<file path="config.mk">
export PLATFORM = sky130hd
export DESIGN_NAME = breakpoint_envelope_generator_core_flat
export DESIGN_NICKNAME = d
export VERILOG_FILES = /design/src/hw/rtl/beg_pkg.sv /design/src/hw/rtl/beg_req_if.sv /design/src/hw/rtl/beg_rsp_if.sv /design/src/hw/rtl/beg_ram.sv /design/src/hw/rtl/beg_muldiv.sv /design/src/hw/rtl/breakpoint_envelope_generator_core.sv /design/src/flat_wrapper.sv
export SDC_FILE = /design/constraint.sdc
export NUM_CORES = 2
export LEC_CHECK = 0
export BUFFER_PORTS_ARGS = -buffer_cell sky130_fd_sc_hd__buf_2
export CORE_ASPECT_RATIO = 0.5
export CORE_MARGIN = 2
export CORE_UTILIZATION = 43
export CTS_BUF_LIST = sky130_fd_sc_hd__clkbuf_8
export DETAILED_ROUTE_END_ITERATION = 10
export PLACE_DENSITY_LB_ADDON = 0.15
export SLEW_MARGIN = 15
export SYNTH_ARGS = -nofsm -noshare
export SYNTH_HDL_FRONTEND = slang
export SYNTH_HIERARCHICAL = 1
export SYNTH_SLANG_ARGS = --single-unit
</file>
<file path="constraint.sdc">
create_clock -name clock -period 6.95 [get_ports clock]
set_input_delay 0.3475 -clock clock [delete_from_list [all_inputs] [get_ports clock]]
set_output_delay 0.3475 -clock clock [all_outputs]
set_load 0.01 [all_outputs]
</file>
<file path="src/hw/rtl/beg_pkg.sv">
// ----------------------------------------------------------------------------
// beg_pkg
// Shared types and constants of the breakpoint envelope generator.
// ----------------------------------------------------------------------------
`default_nettype none

package beg_pkg;

   // breakpoint table size and derived widths
   localparam int MAX_POINTS = 16;
   localparam int IDX_W      = $clog2(MAX_POINTS);
   localparam int CNT_W      = $clog2(MAX_POINTS + 1);
   localparam int SEG_W      = CNT_W + 1;

   // shared multiply / divide unit
   localparam int MUL_STEPS  = 32;
   localparam int DIV_STEPS  = 64;
   localparam int MD_CNT_W   = $clog2(DIV_STEPS);

   typedef enum logic [1:0] {
      OP_CUE,
      OP_INSERT,
      OP_DELETE,
      OP_RESTART
   } op_type;

   typedef enum logic [2:0] {
      STS_OK,
      STS_FULL,
      STS_DUP,
      STS_LAST,
      STS_BAD_INDEX
   } status_type;

   typedef struct packed {
      logic signed [31:0] t;
      logic signed [31:0] v;
      logic               k;
   } bp_entry_type;

   localparam int ENTRY_W = $bits(bp_entry_type);

   typedef enum logic [3:0] {
      ST_IDLE,
      ST_CUE,
      ST_LAST_CHK,
      ST_SCAN_RD,
      ST_SCAN_CHK,
      ST_EVAL,
      ST_MATH,
      ST_INS_CHK,
      ST_SHIFT_RD,
      ST_SHIFT_WR,
      ST_PUT,
      ST_DEL_END,
      ST_DONE
   } seq_state_type;

   typedef enum logic [1:0] {
      MD_IDLE,
      MD_MUL,
      MD_DIV
   } md_state_type;

   typedef struct packed {
      logic        start;
      logic [32:0] mag;
      logic [31:0] st;
      logic [31:0] dt;
   } md_req_type;

   typedef struct packed {
      logic        done;
      logic [63:0] quo;
   } md_rsp_type;

endpackage

`default_nettype wire

</file>
<file path="src/hw/rtl/beg_req_if.sv">
// ----------------------------------------------------------------------------
// beg_req_if
// Request channel: one operation on the envelope per transaction.
// ----------------------------------------------------------------------------
`default_nettype none

interface beg_req_if;
   import beg_pkg::*;

   logic               valid;
   logic               ready;
   op_type             op;
   logic signed [31:0] time_ticks;
   logic signed [31:0] point_value_in;
   logic               point_kind_in;
   logic [3:0]         point_index_in;
   logic               full_restart;

   modport source (
      output valid, op, time_ticks, point_value_in, point_kind_in,
             point_index_in, full_restart,
      input  ready
   );

   modport sink (
      input  valid, op, time_ticks, point_value_in, point_kind_in,
             point_index_in, full_restart,
      output ready
   );
endinterface

`default_nettype wire

</file>
<file path="src/hw/rtl/beg_rsp_if.sv">
// ----------------------------------------------------------------------------
// beg_rsp_if
// Response channel: one result per request transaction.
// ----------------------------------------------------------------------------
`default_nettype none

interface beg_rsp_if;
   import beg_pkg::*;

   logic               valid;
   logic               ready;
   status_type         status;
   logic [3:0]         inserted_index;
   logic signed [31:0] level;
   logic               level_changed;
   logic signed [4:0]  active_segment;

   modport source (
      output valid, status, inserted_index, level, level_changed, active_segment,
      input  ready
   );

   modport sink (
      input  valid, status, inserted_index, level, level_changed, active_segment,
      output ready
   );
endinterface

`default_nettype wire

</file>
<file path="src/hw/rtl/beg_ram.sv">
// ----------------------------------------------------------------------------
// beg_ram
// Generic single write port, single read port RAM with registered read.
// ----------------------------------------------------------------------------
`default_nettype none

module beg_ram #(
   parameter int WIDTH = 8,
   parameter int DEPTH = 16
) (
   input  wire logic                     clock,
   input  wire logic                     wr_en,
   input  wire logic [$clog2(DEPTH)-1:0] wr_addr,
   input  wire logic [WIDTH-1:0]         wr_data,
   input  wire logic [$clog2(DEPTH)-1:0] rd_addr,
   output logic      [WIDTH-1:0]         rd_data
);

   logic [WIDTH-1:0] mem_ff [DEPTH];

   // write port and registered read port
   always_ff @(posedge clock) begin
      if (wr_en) begin
         mem_ff[wr_addr] <= wr_data;
      end
      rd_data <= mem_ff[rd_addr];
   end

endmodule

`default_nettype wire

</file>
<file path="src/hw/rtl/beg_muldiv.sv">
// ----------------------------------------------------------------------------
// beg_muldiv
// Shared iterative unit: shift-add multiply, then restoring divide.
// ----------------------------------------------------------------------------
`default_nettype none

module beg_muldiv (
   input  wire logic                clock,
   input  wire logic                reset,
   input  wire beg_pkg::md_req_type md_req,
   output beg_pkg::md_rsp_type      md_rsp
);
   import beg_pkg::*;

   md_state_type        state_ff, state_in;
   logic [MD_CNT_W-1:0] cnt_ff, cnt_in;
   logic [63:0]         mcand_ff, mcand_in;
   logic [31:0]         mplier_ff, mplier_in;
   logic [63:0]         acc_ff, acc_in;
   logic [31:0]         rem_ff, rem_in;
   logic [31:0]         dt_ff, dt_in;
   logic                done_ff, done_in;
   logic [32:0]         trial;
   logic [32:0]         trial_diff;
   logic                qbit;

   // control registers
   always_ff @(posedge clock) begin
      if (reset) begin
         state_ff <= MD_IDLE;
         done_ff  <= 1'b0;
      end else begin
         state_ff <= state_in;
         done_ff  <= done_in;
      end
   end

   // datapath registers
   always_ff @(posedge clock) begin
      cnt_ff    <= cnt_in;
      mcand_ff  <= mcand_in;
      mplier_ff <= mplier_in;
      acc_ff    <= acc_in;
      rem_ff    <= rem_in;
      dt_ff     <= dt_in;
   end

   // one quotient bit per cycle
   assign trial      = {rem_ff, acc_ff[63]};
   assign trial_diff = trial - {1'b0, dt_ff};
   assign qbit       = (trial >= {1'b0, dt_ff});

   // sequencing of the multiply and divide passes
   always_comb begin
      state_in  = state_ff;
      cnt_in    = cnt_ff;
      mcand_in  = mcand_ff;
      mplier_in = mplier_ff;
      acc_in    = acc_ff;
      rem_in    = rem_ff;
      dt_in     = dt_ff;
      done_in   = 1'b0;
      unique case (state_ff)
         MD_IDLE: begin
            if (md_req.start) begin
               mcand_in  = {31'b0, md_req.mag};
               mplier_in = md_req.st;
               dt_in     = md_req.dt;
               acc_in    = '0;
               cnt_in    = '0;
               state_in  = MD_MUL;
            end
         end
         MD_MUL: begin
            if (mplier_ff[0]) begin
               acc_in = acc_ff + mcand_ff;
            end
            mcand_in  = {mcand_ff[62:0], 1'b0};
            mplier_in = {1'b0, mplier_ff[31:1]};
            cnt_in    = cnt_ff + 1'b1;
            if (cnt_ff == MD_CNT_W'(MUL_STEPS - 1)) begin
               cnt_in   = '0;
               rem_in   = '0;
               state_in = MD_DIV;
            end
         end
         MD_DIV: begin
            rem_in = qbit ? trial_diff[31:0] : trial[31:0];
            acc_in = {acc_ff[62:0], qbit};
            cnt_in = cnt_ff + 1'b1;
            if (cnt_ff == MD_CNT_W'(DIV_STEPS - 1)) begin
               done_in  = 1'b1;
               state_in = MD_IDLE;
            end
         end
         default: begin
            state_in = MD_IDLE;
         end
      endcase
   end

   assign md_rsp.done = done_ff;
   assign md_rsp.quo  = acc_ff;

endmodule

`default_nettype wire

</file>
<file path="src/hw/rtl/breakpoint_envelope_generator_core.sv">
// Steps: a cue reads the table point by point (last point first in restart mode) and runs
// the multiply and divide for a ramp. Insert moves entries up, delete moves them down,
// then a cue follows if needed. One transaction at a time: the table walk over the single
// RAM read port and the bit-serial multiply and divide keep the core busy with each one.
// Reset: synchronous, active high; table contents are kept, the count is cleared.
// ----------------------------------------------------------------------------
// breakpoint_envelope_generator_core
// Sorted breakpoint table with cue, insert, delete and restart operations.
// ----------------------------------------------------------------------------
`default_nettype none

module breakpoint_envelope_generator_core (
   input  wire logic clock,
   input  wire logic reset,
   beg_req_if.sink   req_ch,
   beg_rsp_if.source rsp_ch,
   input  wire logic csr_wr_en,
   input  wire logic csr_wr_data
);
   import beg_pkg::*;

   seq_state_type      state_ff, state_in;
   op_type             op_ff, op_in;
   logic signed [31:0] tin_ff, tin_in;
   logic signed [31:0] val_ff, val_in;
   logic               kind_ff, kind_in;
   logic [3:0]         idx_ff, idx_in;
   logic               mode_ff;
   logic [CNT_W-1:0]   count_ff, count_in;
   logic [CNT_W-1:0]   i_ff, i_in;
   logic [31:0]        env_start_ff, env_start_in;
   logic [31:0]        last_cue_ff, last_cue_in;
   logic [31:0]        cue_t_ff, cue_t_in;
   logic signed [31:0] level_ff, level_in;
   logic signed [31:0] before_ff, before_in;
   logic signed [31:0] e_ff, e_in;
   logic signed [SEG_W-1:0] seg_ff, seg_in;
   logic signed [SEG_W-1:0] fseg_ff, fseg_in;
   bp_entry_type       cur_ff, cur_in;
   bp_entry_type       nxt_ff, nxt_in;
   status_type         status_ff, status_in;
   logic [IDX_W-1:0]   at_ff, at_in;
   logic               cueing_ff, cueing_in;
   logic               neg_ff, neg_in;

   logic               rsp_valid_ff, rsp_valid_in;
   status_type         rsp_status_ff, rsp_status_in;
   logic [3:0]         rsp_ins_ff, rsp_ins_in;
   logic signed [31:0] rsp_level_ff, rsp_level_in;
   logic               rsp_changed_ff, rsp_changed_in;
   logic signed [4:0]  rsp_seg_ff, rsp_seg_in;

   logic               ram_wr_en;
   logic [IDX_W-1:0]   ram_wr_addr;
   logic [ENTRY_W-1:0] ram_wr_data;
   logic [IDX_W-1:0]   ram_rd_addr;
   logic [ENTRY_W-1:0] ram_rd_data;
   bp_entry_type       rd_entry;

   md_req_type         md_req;
   md_rsp_type         md_rsp;

   logic [CNT_W-1:0]        count_m1;
   logic signed [SEG_W-1:0] count_s;
   logic signed [SEG_W-1:0] at_s;
   logic signed [SEG_W-1:0] idx_s;
   logic signed [32:0]      vdiff;
   logic signed [32:0]      tspan;
   logic signed [32:0]      tstep;
   logic signed [33:0]      v0_ext;
   logic signed [33:0]      q_ext;
   logic signed [33:0]      ramp_sum;
   logic                    load_rsp;

   // breakpoint table
   beg_ram #(
      .WIDTH (ENTRY_W),
      .DEPTH (MAX_POINTS)
   ) u_table (
      .clock   (clock),
      .wr_en   (ram_wr_en),
      .wr_addr (ram_wr_addr),
      .wr_data (ram_wr_data),
      .rd_addr (ram_rd_addr),
      .rd_data (ram_rd_data)
   );

   assign rd_entry = bp_entry_type'(ram_rd_data);

   // shared multiply / divide unit
   beg_muldiv u_muldiv (
      .clock  (clock),
      .reset  (reset),
      .md_req (md_req),
      .md_rsp (md_rsp)
   );

   // control registers
   always_ff @(posedge clock) begin
      if (reset) begin
         state_ff     <= ST_IDLE;
         mode_ff      <= 1'b0;
         count_ff     <= '0;
         env_start_ff <= '0;
         last_cue_ff  <= '0;
         level_ff     <= '0;
         seg_ff       <= '1;
         rsp_valid_ff <= 1'b0;
      end else begin
         state_ff     <= state_in;
         if (csr_wr_en) begin
            mode_ff <= csr_wr_data;
         end
         count_ff     <= count_in;
         env_start_ff <= env_start_in;
         last_cue_ff  <= last_cue_in;
         level_ff     <= level_in;
         seg_ff       <= seg_in;
         rsp_valid_ff <= rsp_valid_in;
      end
   end

   // payload registers
   always_ff @(posedge clock) begin
      op_ff          <= op_in;
      tin_ff         <= tin_in;
      val_ff         <= val_in;
      kind_ff        <= kind_in;
      idx_ff         <= idx_in;
      i_ff           <= i_in;
      cue_t_ff       <= cue_t_in;
      before_ff      <= before_in;
      e_ff           <= e_in;
      fseg_ff        <= fseg_in;
      cur_ff         <= cur_in;
      nxt_ff         <= nxt_in;
      status_ff      <= status_in;
      at_ff          <= at_in;
      cueing_ff      <= cueing_in;
      neg_ff         <= neg_in;
      rsp_status_ff  <= rsp_status_in;
      rsp_ins_ff     <= rsp_ins_in;
      rsp_level_ff   <= rsp_level_in;
      rsp_changed_ff <= rsp_changed_in;
      rsp_seg_ff     <= rsp_seg_in;
   end

   // index helpers
   assign count_m1 = count_ff - CNT_W'(1);
   assign count_s  = SEG_W'({1'b0, count_ff});
   assign at_s     = SEG_W'({1'b0, at_ff});
   assign idx_s    = SEG_W'({1'b0, idx_ff});

   // ramp operands from the two bracketing points
   assign vdiff  = 33'(nxt_ff.v) - 33'(cur_ff.v);
   assign tspan  = 33'(nxt_ff.t) - 33'(cur_ff.t);
   assign tstep  = 33'(e_ff) - 33'(cur_ff.t);
   assign v0_ext = 34'(cur_ff.v);
   assign q_ext  = $signed({1'b0, md_rsp.quo[32:0]});
   assign ramp_sum = neg_ff ? (v0_ext - q_ext) : (v0_ext + q_ext);

   assign load_rsp = (state_ff == ST_DONE) && (!rsp_valid_ff || rsp_ch.ready);

   // sequencer
   always_comb begin
      state_in     = state_ff;
      op_in        = op_ff;
      tin_in       = tin_ff;
      val_in       = val_ff;
      kind_in      = kind_ff;
      idx_in       = idx_ff;
      count_in     = count_ff;
      i_in         = i_ff;
      env_start_in = env_start_ff;
      last_cue_in  = last_cue_ff;
      cue_t_in     = cue_t_ff;
      level_in     = level_ff;
      before_in    = before_ff;
      e_in         = e_ff;
      seg_in       = seg_ff;
      fseg_in      = fseg_ff;
      cur_in       = cur_ff;
      nxt_in       = nxt_ff;
      status_in    = status_ff;
      at_in        = at_ff;
      cueing_in    = cueing_ff;
      neg_in       = neg_ff;
      ram_wr_en    = 1'b0;
      ram_wr_addr  = i_ff[IDX_W-1:0];
      ram_wr_data  = ram_rd_data;
      ram_rd_addr  = i_ff[IDX_W-1:0];
      md_req.start = 1'b0;
      md_req.mag   = vdiff[32] ? 33'(-vdiff) : 33'(vdiff);
      md_req.st    = tstep[31:0];
      md_req.dt    = tspan[31:0];

      unique case (state_ff)
         ST_IDLE: begin
            if (req_ch.valid) begin
               op_in     = req_ch.op;
               tin_in    = req_ch.time_ticks;
               val_in    = req_ch.point_value_in;
               kind_in   = req_ch.point_kind_in;
               idx_in    = req_ch.point_index_in;
               before_in = level_ff;
               status_in = STS_OK;
               at_in     = '0;
               unique case (req_ch.op)
                  OP_CUE: begin
                     cue_t_in = req_ch.time_ticks;
                     state_in = ST_CUE;
                  end
                  OP_INSERT: begin
                     if (count_ff >= CNT_W'(MAX_POINTS)) begin
                        status_in = STS_FULL;
                        state_in  = ST_DONE;
                     end else begin
                        e_in      = req_ch.time_ticks;
                        i_in      = '0;
                        fseg_in   = '1;
                        cueing_in = 1'b0;
                        state_in  = ST_SCAN_RD;
                     end
                  end
                  OP_DELETE: begin
                     if (count_ff == '0) begin
                        status_in = STS_BAD_INDEX;
                        state_in  = ST_DONE;
                     end else if (count_ff == CNT_W'(1)) begin
                        status_in = STS_LAST;
                        state_in  = ST_DONE;
                     end else if ({1'b0, req_ch.point_index_in} >= 5'(count_ff)) begin
                        status_in = STS_BAD_INDEX;
                        state_in  = ST_DONE;
                     end else begin
                        i_in     = CNT_W'(req_ch.point_index_in);
                        state_in = ST_SHIFT_RD;
                     end
                  end
                  OP_RESTART: begin
                     env_start_in = req_ch.full_restart ? '0 : last_cue_ff;
                     cue_t_in     = req_ch.full_restart ? '0 : last_cue_ff;
                     state_in     = ST_CUE;
                  end
                  default: begin
                     state_in = ST_IDLE;
                  end
               endcase
            end
         end
         // start a cue, fetch the last point for the restart check
         ST_CUE: begin
            last_cue_in = cue_t_ff;
            e_in        = cue_t_ff - env_start_ff;
            cueing_in   = 1'b1;
            i_in        = '0;
            fseg_in     = '1;
            ram_rd_addr = count_m1[IDX_W-1:0];
            if (mode_ff && (count_ff != '0)) begin
               state_in = ST_LAST_CHK;
            end else begin
               state_in = ST_SCAN_RD;
            end
         end
         ST_LAST_CHK: begin
            if (e_ff > rd_entry.t) begin
               env_start_in = last_cue_ff;
               e_in         = '0;
            end
            state_in = ST_SCAN_RD;
         end
         // walk the table for the last point at or before e
         ST_SCAN_RD: begin
            ram_rd_addr = i_ff[IDX_W-1:0];
            if (i_ff == count_ff) begin
               state_in = cueing_ff ? ST_EVAL : ST_INS_CHK;
            end else begin
               state_in = ST_SCAN_CHK;
            end
         end
         ST_SCAN_CHK: begin
            if (rd_entry.t > e_ff) begin
               nxt_in   = rd_entry;
               state_in = cueing_ff ? ST_EVAL : ST_INS_CHK;
            end else begin
               cur_in   = rd_entry;
               fseg_in  = SEG_W'({1'b0, i_ff});
               i_in     = i_ff + CNT_W'(1);
               state_in = ST_SCAN_RD;
            end
         end
         // pick the level for the found segment
         ST_EVAL: begin
            seg_in   = fseg_ff;
            state_in = ST_DONE;
            if (count_ff == '0) begin
               level_in = '0;
            end else if (fseg_ff < 0) begin
               level_in = nxt_ff.v;
            end else if (fseg_ff >= count_s - SEG_W'(1)) begin
               level_in = cur_ff.v;
            end else if (cur_ff.k) begin
               level_in = cur_ff.v;
            end else begin
               md_req.start = 1'b1;
               neg_in       = vdiff[32];
               state_in     = ST_MATH;
            end
         end
         ST_MATH: begin
            if (md_rsp.done) begin
               level_in = ramp_sum[31:0];
               state_in = ST_DONE;
            end
         end
         // insert: reject a duplicate time, else open a slot
         ST_INS_CHK: begin
            if ((fseg_ff >= 0) && (cur_ff.t == e_ff)) begin
               status_in = STS_DUP;
               state_in  = ST_DONE;
            end else begin
               at_in    = IDX_W'(fseg_ff + SEG_W'(1));
               i_in     = count_ff;
               state_in = ST_SHIFT_RD;
            end
         end
         // move entries one at a time: read in ST_SHIFT_RD, then write in ST_SHIFT_WR
         ST_SHIFT_RD: begin
            if (op_ff == OP_INSERT) begin
               ram_rd_addr = IDX_W'(i_ff - CNT_W'(1));
               state_in    = (i_ff == CNT_W'(at_ff)) ? ST_PUT : ST_SHIFT_WR;
            end else begin
               ram_rd_addr = IDX_W'(i_ff + CNT_W'(1));
               state_in    = (i_ff == count_m1) ? ST_DEL_END : ST_SHIFT_WR;
            end
         end
         ST_SHIFT_WR: begin
            ram_wr_en   = 1'b1;
            ram_wr_addr = i_ff[IDX_W-1:0];
            ram_wr_data = ram_rd_data;
            i_in        = (op_ff == OP_INSERT) ? (i_ff - CNT_W'(1)) : (i_ff + CNT_W'(1));
            state_in    = ST_SHIFT_RD;
         end
         ST_PUT: begin
            ram_wr_en   = 1'b1;
            ram_wr_addr = at_ff;
            ram_wr_data = {tin_ff, val_ff, kind_ff};
            count_in    = count_ff + CNT_W'(1);
            if (at_s <= seg_ff) begin
               cue_t_in = last_cue_ff;
               state_in = ST_CUE;
            end else begin
               state_in = ST_DONE;
            end
         end
         ST_DEL_END: begin
            count_in = count_m1;
            if (idx_s <= seg_ff) begin
               cue_t_in = last_cue_ff;
               state_in = ST_CUE;
            end else begin
               state_in = ST_DONE;
            end
         end
         ST_DONE: begin
            if (load_rsp) begin
               state_in = ST_IDLE;
            end
         end
         default: begin
            state_in = ST_IDLE;
         end
      endcase
   end

   // response register
   always_comb begin
      rsp_valid_in   = rsp_valid_ff && !rsp_ch.ready;
      rsp_status_in  = rsp_status_ff;
      rsp_ins_in     = rsp_ins_ff;
      rsp_level_in   = rsp_level_ff;
      rsp_changed_in = rsp_changed_ff;
      rsp_seg_in     = rsp_seg_ff;
      if (load_rsp) begin
         rsp_valid_in   = 1'b1;
         rsp_status_in  = status_ff;
         rsp_ins_in     = 4'(at_ff);
         rsp_level_in   = level_ff;
         rsp_changed_in = (level_ff != before_ff);
         rsp_seg_in     = 5'(seg_ff);
      end
   end

   assign req_ch.ready          = (state_ff == ST_IDLE);
   assign rsp_ch.valid          = rsp_valid_ff;
   assign rsp_ch.status         = rsp_status_ff;
   assign rsp_ch.inserted_index = rsp_ins_ff;
   assign rsp_ch.level          = rsp_level_ff;
   assign rsp_ch.level_changed  = rsp_changed_ff;
   assign rsp_ch.active_segment = rsp_seg_ff;

endmodule

`default_nettype wire

</file>
<file path="src/flat_wrapper.sv">
// flat-port wrapper written by rule: the top's interface ports become plain ports
module breakpoint_envelope_generator_core_flat import beg_pkg::*;
  (clock, reset, csr_wr_en, csr_wr_data, req_ch_valid, req_ch_op, req_ch_time_ticks, req_ch_point_value_in, req_ch_point_kind_in, req_ch_point_index_in, req_ch_full_restart, req_ch_ready, rsp_ch_valid, rsp_ch_status, rsp_ch_inserted_index, rsp_ch_level, rsp_ch_level_changed, rsp_ch_active_segment, rsp_ch_ready);
  beg_req_if req_ch_i ();
  beg_rsp_if rsp_ch_i ();
  input  wire logic clock;
  input  wire logic reset;
  input  wire logic csr_wr_en;
  input  wire logic csr_wr_data;
  input wire logic [$bits(req_ch_i.valid)-1:0] req_ch_valid;
  input wire logic [$bits(req_ch_i.op)-1:0] req_ch_op;
  input wire logic [$bits(req_ch_i.time_ticks)-1:0] req_ch_time_ticks;
  input wire logic [$bits(req_ch_i.point_value_in)-1:0] req_ch_point_value_in;
  input wire logic [$bits(req_ch_i.point_kind_in)-1:0] req_ch_point_kind_in;
  input wire logic [$bits(req_ch_i.point_index_in)-1:0] req_ch_point_index_in;
  input wire logic [$bits(req_ch_i.full_restart)-1:0] req_ch_full_restart;
  output wire logic [$bits(req_ch_i.ready)-1:0] req_ch_ready;
  output wire logic [$bits(rsp_ch_i.valid)-1:0] rsp_ch_valid;
  output wire logic [$bits(rsp_ch_i.status)-1:0] rsp_ch_status;
  output wire logic [$bits(rsp_ch_i.inserted_index)-1:0] rsp_ch_inserted_index;
  output wire logic [$bits(rsp_ch_i.level)-1:0] rsp_ch_level;
  output wire logic [$bits(rsp_ch_i.level_changed)-1:0] rsp_ch_level_changed;
  output wire logic [$bits(rsp_ch_i.active_segment)-1:0] rsp_ch_active_segment;
  input wire logic [$bits(rsp_ch_i.ready)-1:0] rsp_ch_ready;
  assign req_ch_i.valid = req_ch_valid;
  assign req_ch_i.op = req_ch_op;
  assign req_ch_i.time_ticks = req_ch_time_ticks;
  assign req_ch_i.point_value_in = req_ch_point_value_in;
  assign req_ch_i.point_kind_in = req_ch_point_kind_in;
  assign req_ch_i.point_index_in = req_ch_point_index_in;
  assign req_ch_i.full_restart = req_ch_full_restart;
  assign req_ch_ready = req_ch_i.ready;
  assign rsp_ch_valid = rsp_ch_i.valid;
  assign rsp_ch_status = rsp_ch_i.status;
  assign rsp_ch_inserted_index = rsp_ch_i.inserted_index;
  assign rsp_ch_level = rsp_ch_i.level;
  assign rsp_ch_level_changed = rsp_ch_i.level_changed;
  assign rsp_ch_active_segment = rsp_ch_i.active_segment;
  assign rsp_ch_i.ready = rsp_ch_ready;
  breakpoint_envelope_generator_core u_core (.clock(clock), .reset(reset), .req_ch(req_ch_i), .rsp_ch(rsp_ch_i), .csr_wr_en(csr_wr_en), .csr_wr_data(csr_wr_data));
endmodule
</file>
==> key figures <==
Global route
  – Met2 Use GR: 0.344
  – Number of antenna violations at the first check in global routing: 22
  – Grt ovf: 0
  – Met3 track utilization from global routing: 0.0483
  – Global-route wire length before repair: ~340 mm
  – Most heavily used metal layer in global routing: met2
  – Number of global-route vias before repair: around 52,000
  – Maximum number of pins on one net before global-route repair: 72
  – Global-route total usage across every layer: 0.229
  – Met1 Resource Use GR: 0.340

Critical path
  – Startpoint type of the worst setup path: flip-flop
  – Maximum fanout along the worst path: 43
  – Data required time at the worst endpoint: 7500 ps
  – Critical path endpoint category: flip-flop
  – Worst setup slack for register-to-register paths: between 1500 and 2000 ps
  – End of the worst register-to-register path: u_core/u_table/mem_ff[7][33]
  – CP arrival: 5990 ps
  – CP Class: flip-flop to flip-flop
  – Reg-to-Reg Start: u_core/state_ff[3]
  – FF-to-FF path depth: 6

Route
  – Number of optimization iterations in the first detailed-route pass: 6
  – Vias post-DR: roughly 53,000
  – First DRT Iteration DRCs: roughly 5,600
  – Routed Antenna Nets: 0
  – Number of vias per cell after detailed routing: 5.76
  – Wirelength per Cell: between 20 and 30 um
  – Wire length reported by the detailed router: roughly 230 mm
  – Final routed DRC violation total: 0

Cells and area
  – Commonest non-fill, non-tap cell in the layout: sky130_fd_sc_hd__edfxtp_1
  – Final core occ: 0.486
  – Highest-count cells in the layout ignoring fill and taps: sky130_fd_sc_hd__edfxtp_1 (1,631), sky130_fd_sc_hd__nand2_1 (619), sky130_fd_sc_hd__inv_1 (375)
  – Area growth from synthesis to final layout: 11.7%
  – Share of layout cells above drive strength 1: 0.147
  – Final #Nets: slightly below 7,000

Synth
  – Main combinational cell family by area after synthesis: compound AO/OA/AOI/OAI gates
  – Average instance area after synthesis: about 14 um^2
  – Mapped Nets: between 6,000 and 7,000
  – Share of synthesized area occupied by flip-flops and latches: 0.623
  – Post-synth EDFFs: around 1,600
  – Mapped Area: 84,400 um^2
  – Most instantiated flip-flop cell in the synthesis netlist: sky130_fd_sc_hd__edfxtp_1
  – Synth Area in Compound Gates: 0.105
  – Fraction of the mapped netlist area in simple logic gates: 0.0776
  – Share of synthesized flip-flops with an asynchronous set or reset: 0
  – Gate count after technology mapping: around 6,000
  – Post-synthesis xor/xnor area fraction: 0.0349
  – Synthesis-stage register bit count: 1,812
  – Count of yosys warnings during synthesis: 6
  – Post-synthesis adder-cell area fraction: 0.0488
  – Number of distinct standard cells referenced by the synthesized netlist: ~110
  – Share of synthesized area spent on multiplexers: 0.0853

Timing
  – Setup repair after global routing missed its margin: no
  – Worst slew pin tran: 1170 ps
  – Final Hold Violating Endpoints: 0
  – Worst Clk Skew: around 87 ps
  – Aggregate negative setup slack: 0 ps
  – Max-slew violation count: 0
  – Final setup violation count: 0
  – Time the final worst path needs with I/O delays and setup: roughly 5400 ps
  – Worst slew margin relative to its limit: 0.213
  – Maximum clock frequency: approximately 180 MHz
  – Final worst path period share: 0.782

CTS
  – TritonCTS clock tree: yes
  – CTS Root Buffer Type: sky130_fd_sc_hd__clkbuf_8
  – Number of buffers created by CTS: approximately 270
  – Clock net sink count: 1,812
  – Worst-Skew Late Latency: 930 ps
  – Number of buffers on the longest clock path: 4
  – Clk slew on worst S/H paths: roughly 70 ps
  – Number of H-tree branching levels: 5

Pwr
  – IR Drop Worst-Case VDD: 0.491 mV
  – Total power divided by cell area: around 390 nW/um^2
  – Overall power of the completed layout: approximately 36 mW
  – Cell leakage power: about 34 nW

Hold path
  – Hold Path End: u_core/val_ff[1]
  – Worst hold start: req_ch_point_value_in[1]
  – HP Class: input port to flip-flop
  – Hold path cells: 2

Status
  – Run status: complete, no violations

Place
  – Final estimated routing congestion in global placement: 0.900
  – Count of input and output buffers: between 100 and 150
  – Dpl hpwl: 149 mm

Floorplan
  – Starting density of the core: 0.435
  – Std cell rows: approximately 110
  – Top-Level Pins: around 130
  – Die span in x: about 630 um
  – Core outline area: around 190,000 um^2
  – Die Area: around 200,000 um^2
  – Die H: 317 um

Job
  – Max-capacitance violation count: 0
cell usage after synthesis, drive strengths merged, types with 12 or more instances:
| library cell | number | area [um^2] |
|---|---|---|
| a21boi | 18 | 135 |
| mux4 | 260 | 5860 |
| a211oi | 41 | 318 |
| clkbuf | 185 | 694 |
| a31oi | 29 | 188 |
| edfxtp | 1631 | 49000 |
| nand3 | 78 | 395 |
| or3 | 15 | 93.8 |
| nor2 | 252 | 946 |
| a21oi | 320 | 1610 |
| a211o | 12 | 105 |
| o211ai | 25 | 193 |
| nand2 | 622 | 2340 |
| inv | 275 | 1030 |
| mux2i | 60 | 601 |
| mux2 | 66 | 743 |
| or2 | 12 | 75.1 |
| a21o | 142 | 1070 |
| o21a | 44 | 330 |
| ha | 317 | 3970 |
| a22oi | 161 | 1210 |
| and2 | 56 | 350 |
| o21ai | 258 | 1290 |
| xnor2 | 239 | 2090 |
| o211a | 13 | 130 |
| nor4 | 20 | 125 |
| o31ai | 22 | 189 |
| a22o | 72 | 631 |
| o21bai | 40 | 300 |
| o221ai | 22 | 193 |
| nor2b | 90 | 563 |
| nor3 | 84 | 425 |
| buf | 68 | 452 |
| and3 | 33 | 206 |
| dfxtp | 181 | 3620 |
| xor2 | 97 | 850 |
| nand2b | 34 | 213 |
| nand4 | 63 | 394 |
layer usage:
metal	wire length, um	part of all wire
met3	19500	0.084
met2	101000	0.43
met1	107000	0.46
met4	4800	0.021
met5	8	0.000034
logic make-up (layout without fill, tap and decap cells):
group                    after synthesis  after routing
buffers and inverters                528           1041
other                                  0             10
AND/OR/NAND/NOR                     1407           1407
multiplexers                         386            386
adder cells (fa/ha/maj)              325            325
AO/OA/AOI/OAI                       1315           1315
flip-flops                          1812           1812
XOR/XNOR                             336            336
where the power goes:
group          switching (mW)  internal [mW]  total (mW)
Sequential               1.30           14.1        15.4
Clock                    4.18           4.26        8.43
Combinational            7.33           5.25        12.6
through the flow:
step	hold slack, ps	worst slack, ps	area (um^2)	cells
after global routing	90.4	1430	94300	9237
final	130	1510	94300	9242
after global placement	434	1170	88400	8672
after detailed placement	427	1740	88400	8673
after CTS	50.1	1770	94300	9232
after floorplan	400	19.3	84400	6109
how the worst max path moves through the flow:
stage	from	endpoint	slack, ps	depth (start not counted)
floorplan	u_core/state_ff[1]	u_core/u_table/mem_ff[0][0]	20	9
global placement	u_core/state_ff[3]	u_core/u_table/mem_ff[13][6]	1170	6
detailed placement	u_core/state_ff[3]	u_core/u_table/mem_ff[15][3]	1740	6
CTS	u_core/state_ff[3]	u_core/u_table/mem_ff[15][5]	1770	6
global route	u_core/state_ff[0]	u_core/u_table/rd_data[15]	1430	11
finish	u_core/state_ff[3]	u_core/u_table/mem_ff[7][33]	1510	6
state kept, by name, summed over array words and instances (netlist names), 32 cells and up:
register and count:
u_core/u_table/mem_ff 1040, u_core/cur_ff 65, u_core/u_table/rd_data 65, u_core/nxt_ff 64, u_core/u_muldiv/acc_ff 64, u_core/u_muldiv/mcand_ff 64
u_core/before_ff 32, u_core/cue_t_ff 32, u_core/e_ff 32, u_core/env_start_ff 32, u_core/last_cue_ff 32, u_core/level_ff 32
u_core/rsp_ch.level 32, u_core/tin_ff 32, u_core/u_muldiv/dt_ff 32, u_core/u_muldiv/mplier_ff 32, u_core/u_muldiv/rem_ff 32, u_core/val_ff 32
area by class of cell:
| cell class | count | area [um^2] |
|---|---|---|
| clock inverters | 174 | 865 |
| fillers | 16800 | 99800 |
| well taps | 2610 | 3270 |
| flip-flops and latches | 1812 | 52600 |
| multi-input cells | 3769 | 29900 |
| repair buffers | 283 | 2330 |
| inverters | 275 | 1040 |
| clock buffers | 309 | 4250 |
| diodes | 10 | 25.0 |
critical path, cell delays in order, from the launching register on:
cell and delay [ps]:
sky130_fd_sc_hd__dfxtp_1 720, sky130_fd_sc_hd__nor2b_1 630, sky130_fd_sc_hd__nand2_4 700, sky130_fd_sc_hd__o21ai_1 1170, sky130_fd_sc_hd__nand2_1 490, sky130_fd_sc_hd__nor2_4 900, sky130_fd_sc_hd__buf_12 390
repair_timing:
action                                 4_1_cts  5_1_grt
hold buffers                                76        0
gates resized for setup                      0        0
setup buffers                                0        0
endpoints found under the hold margin      153        0
(Power assumes the default switching activity.)
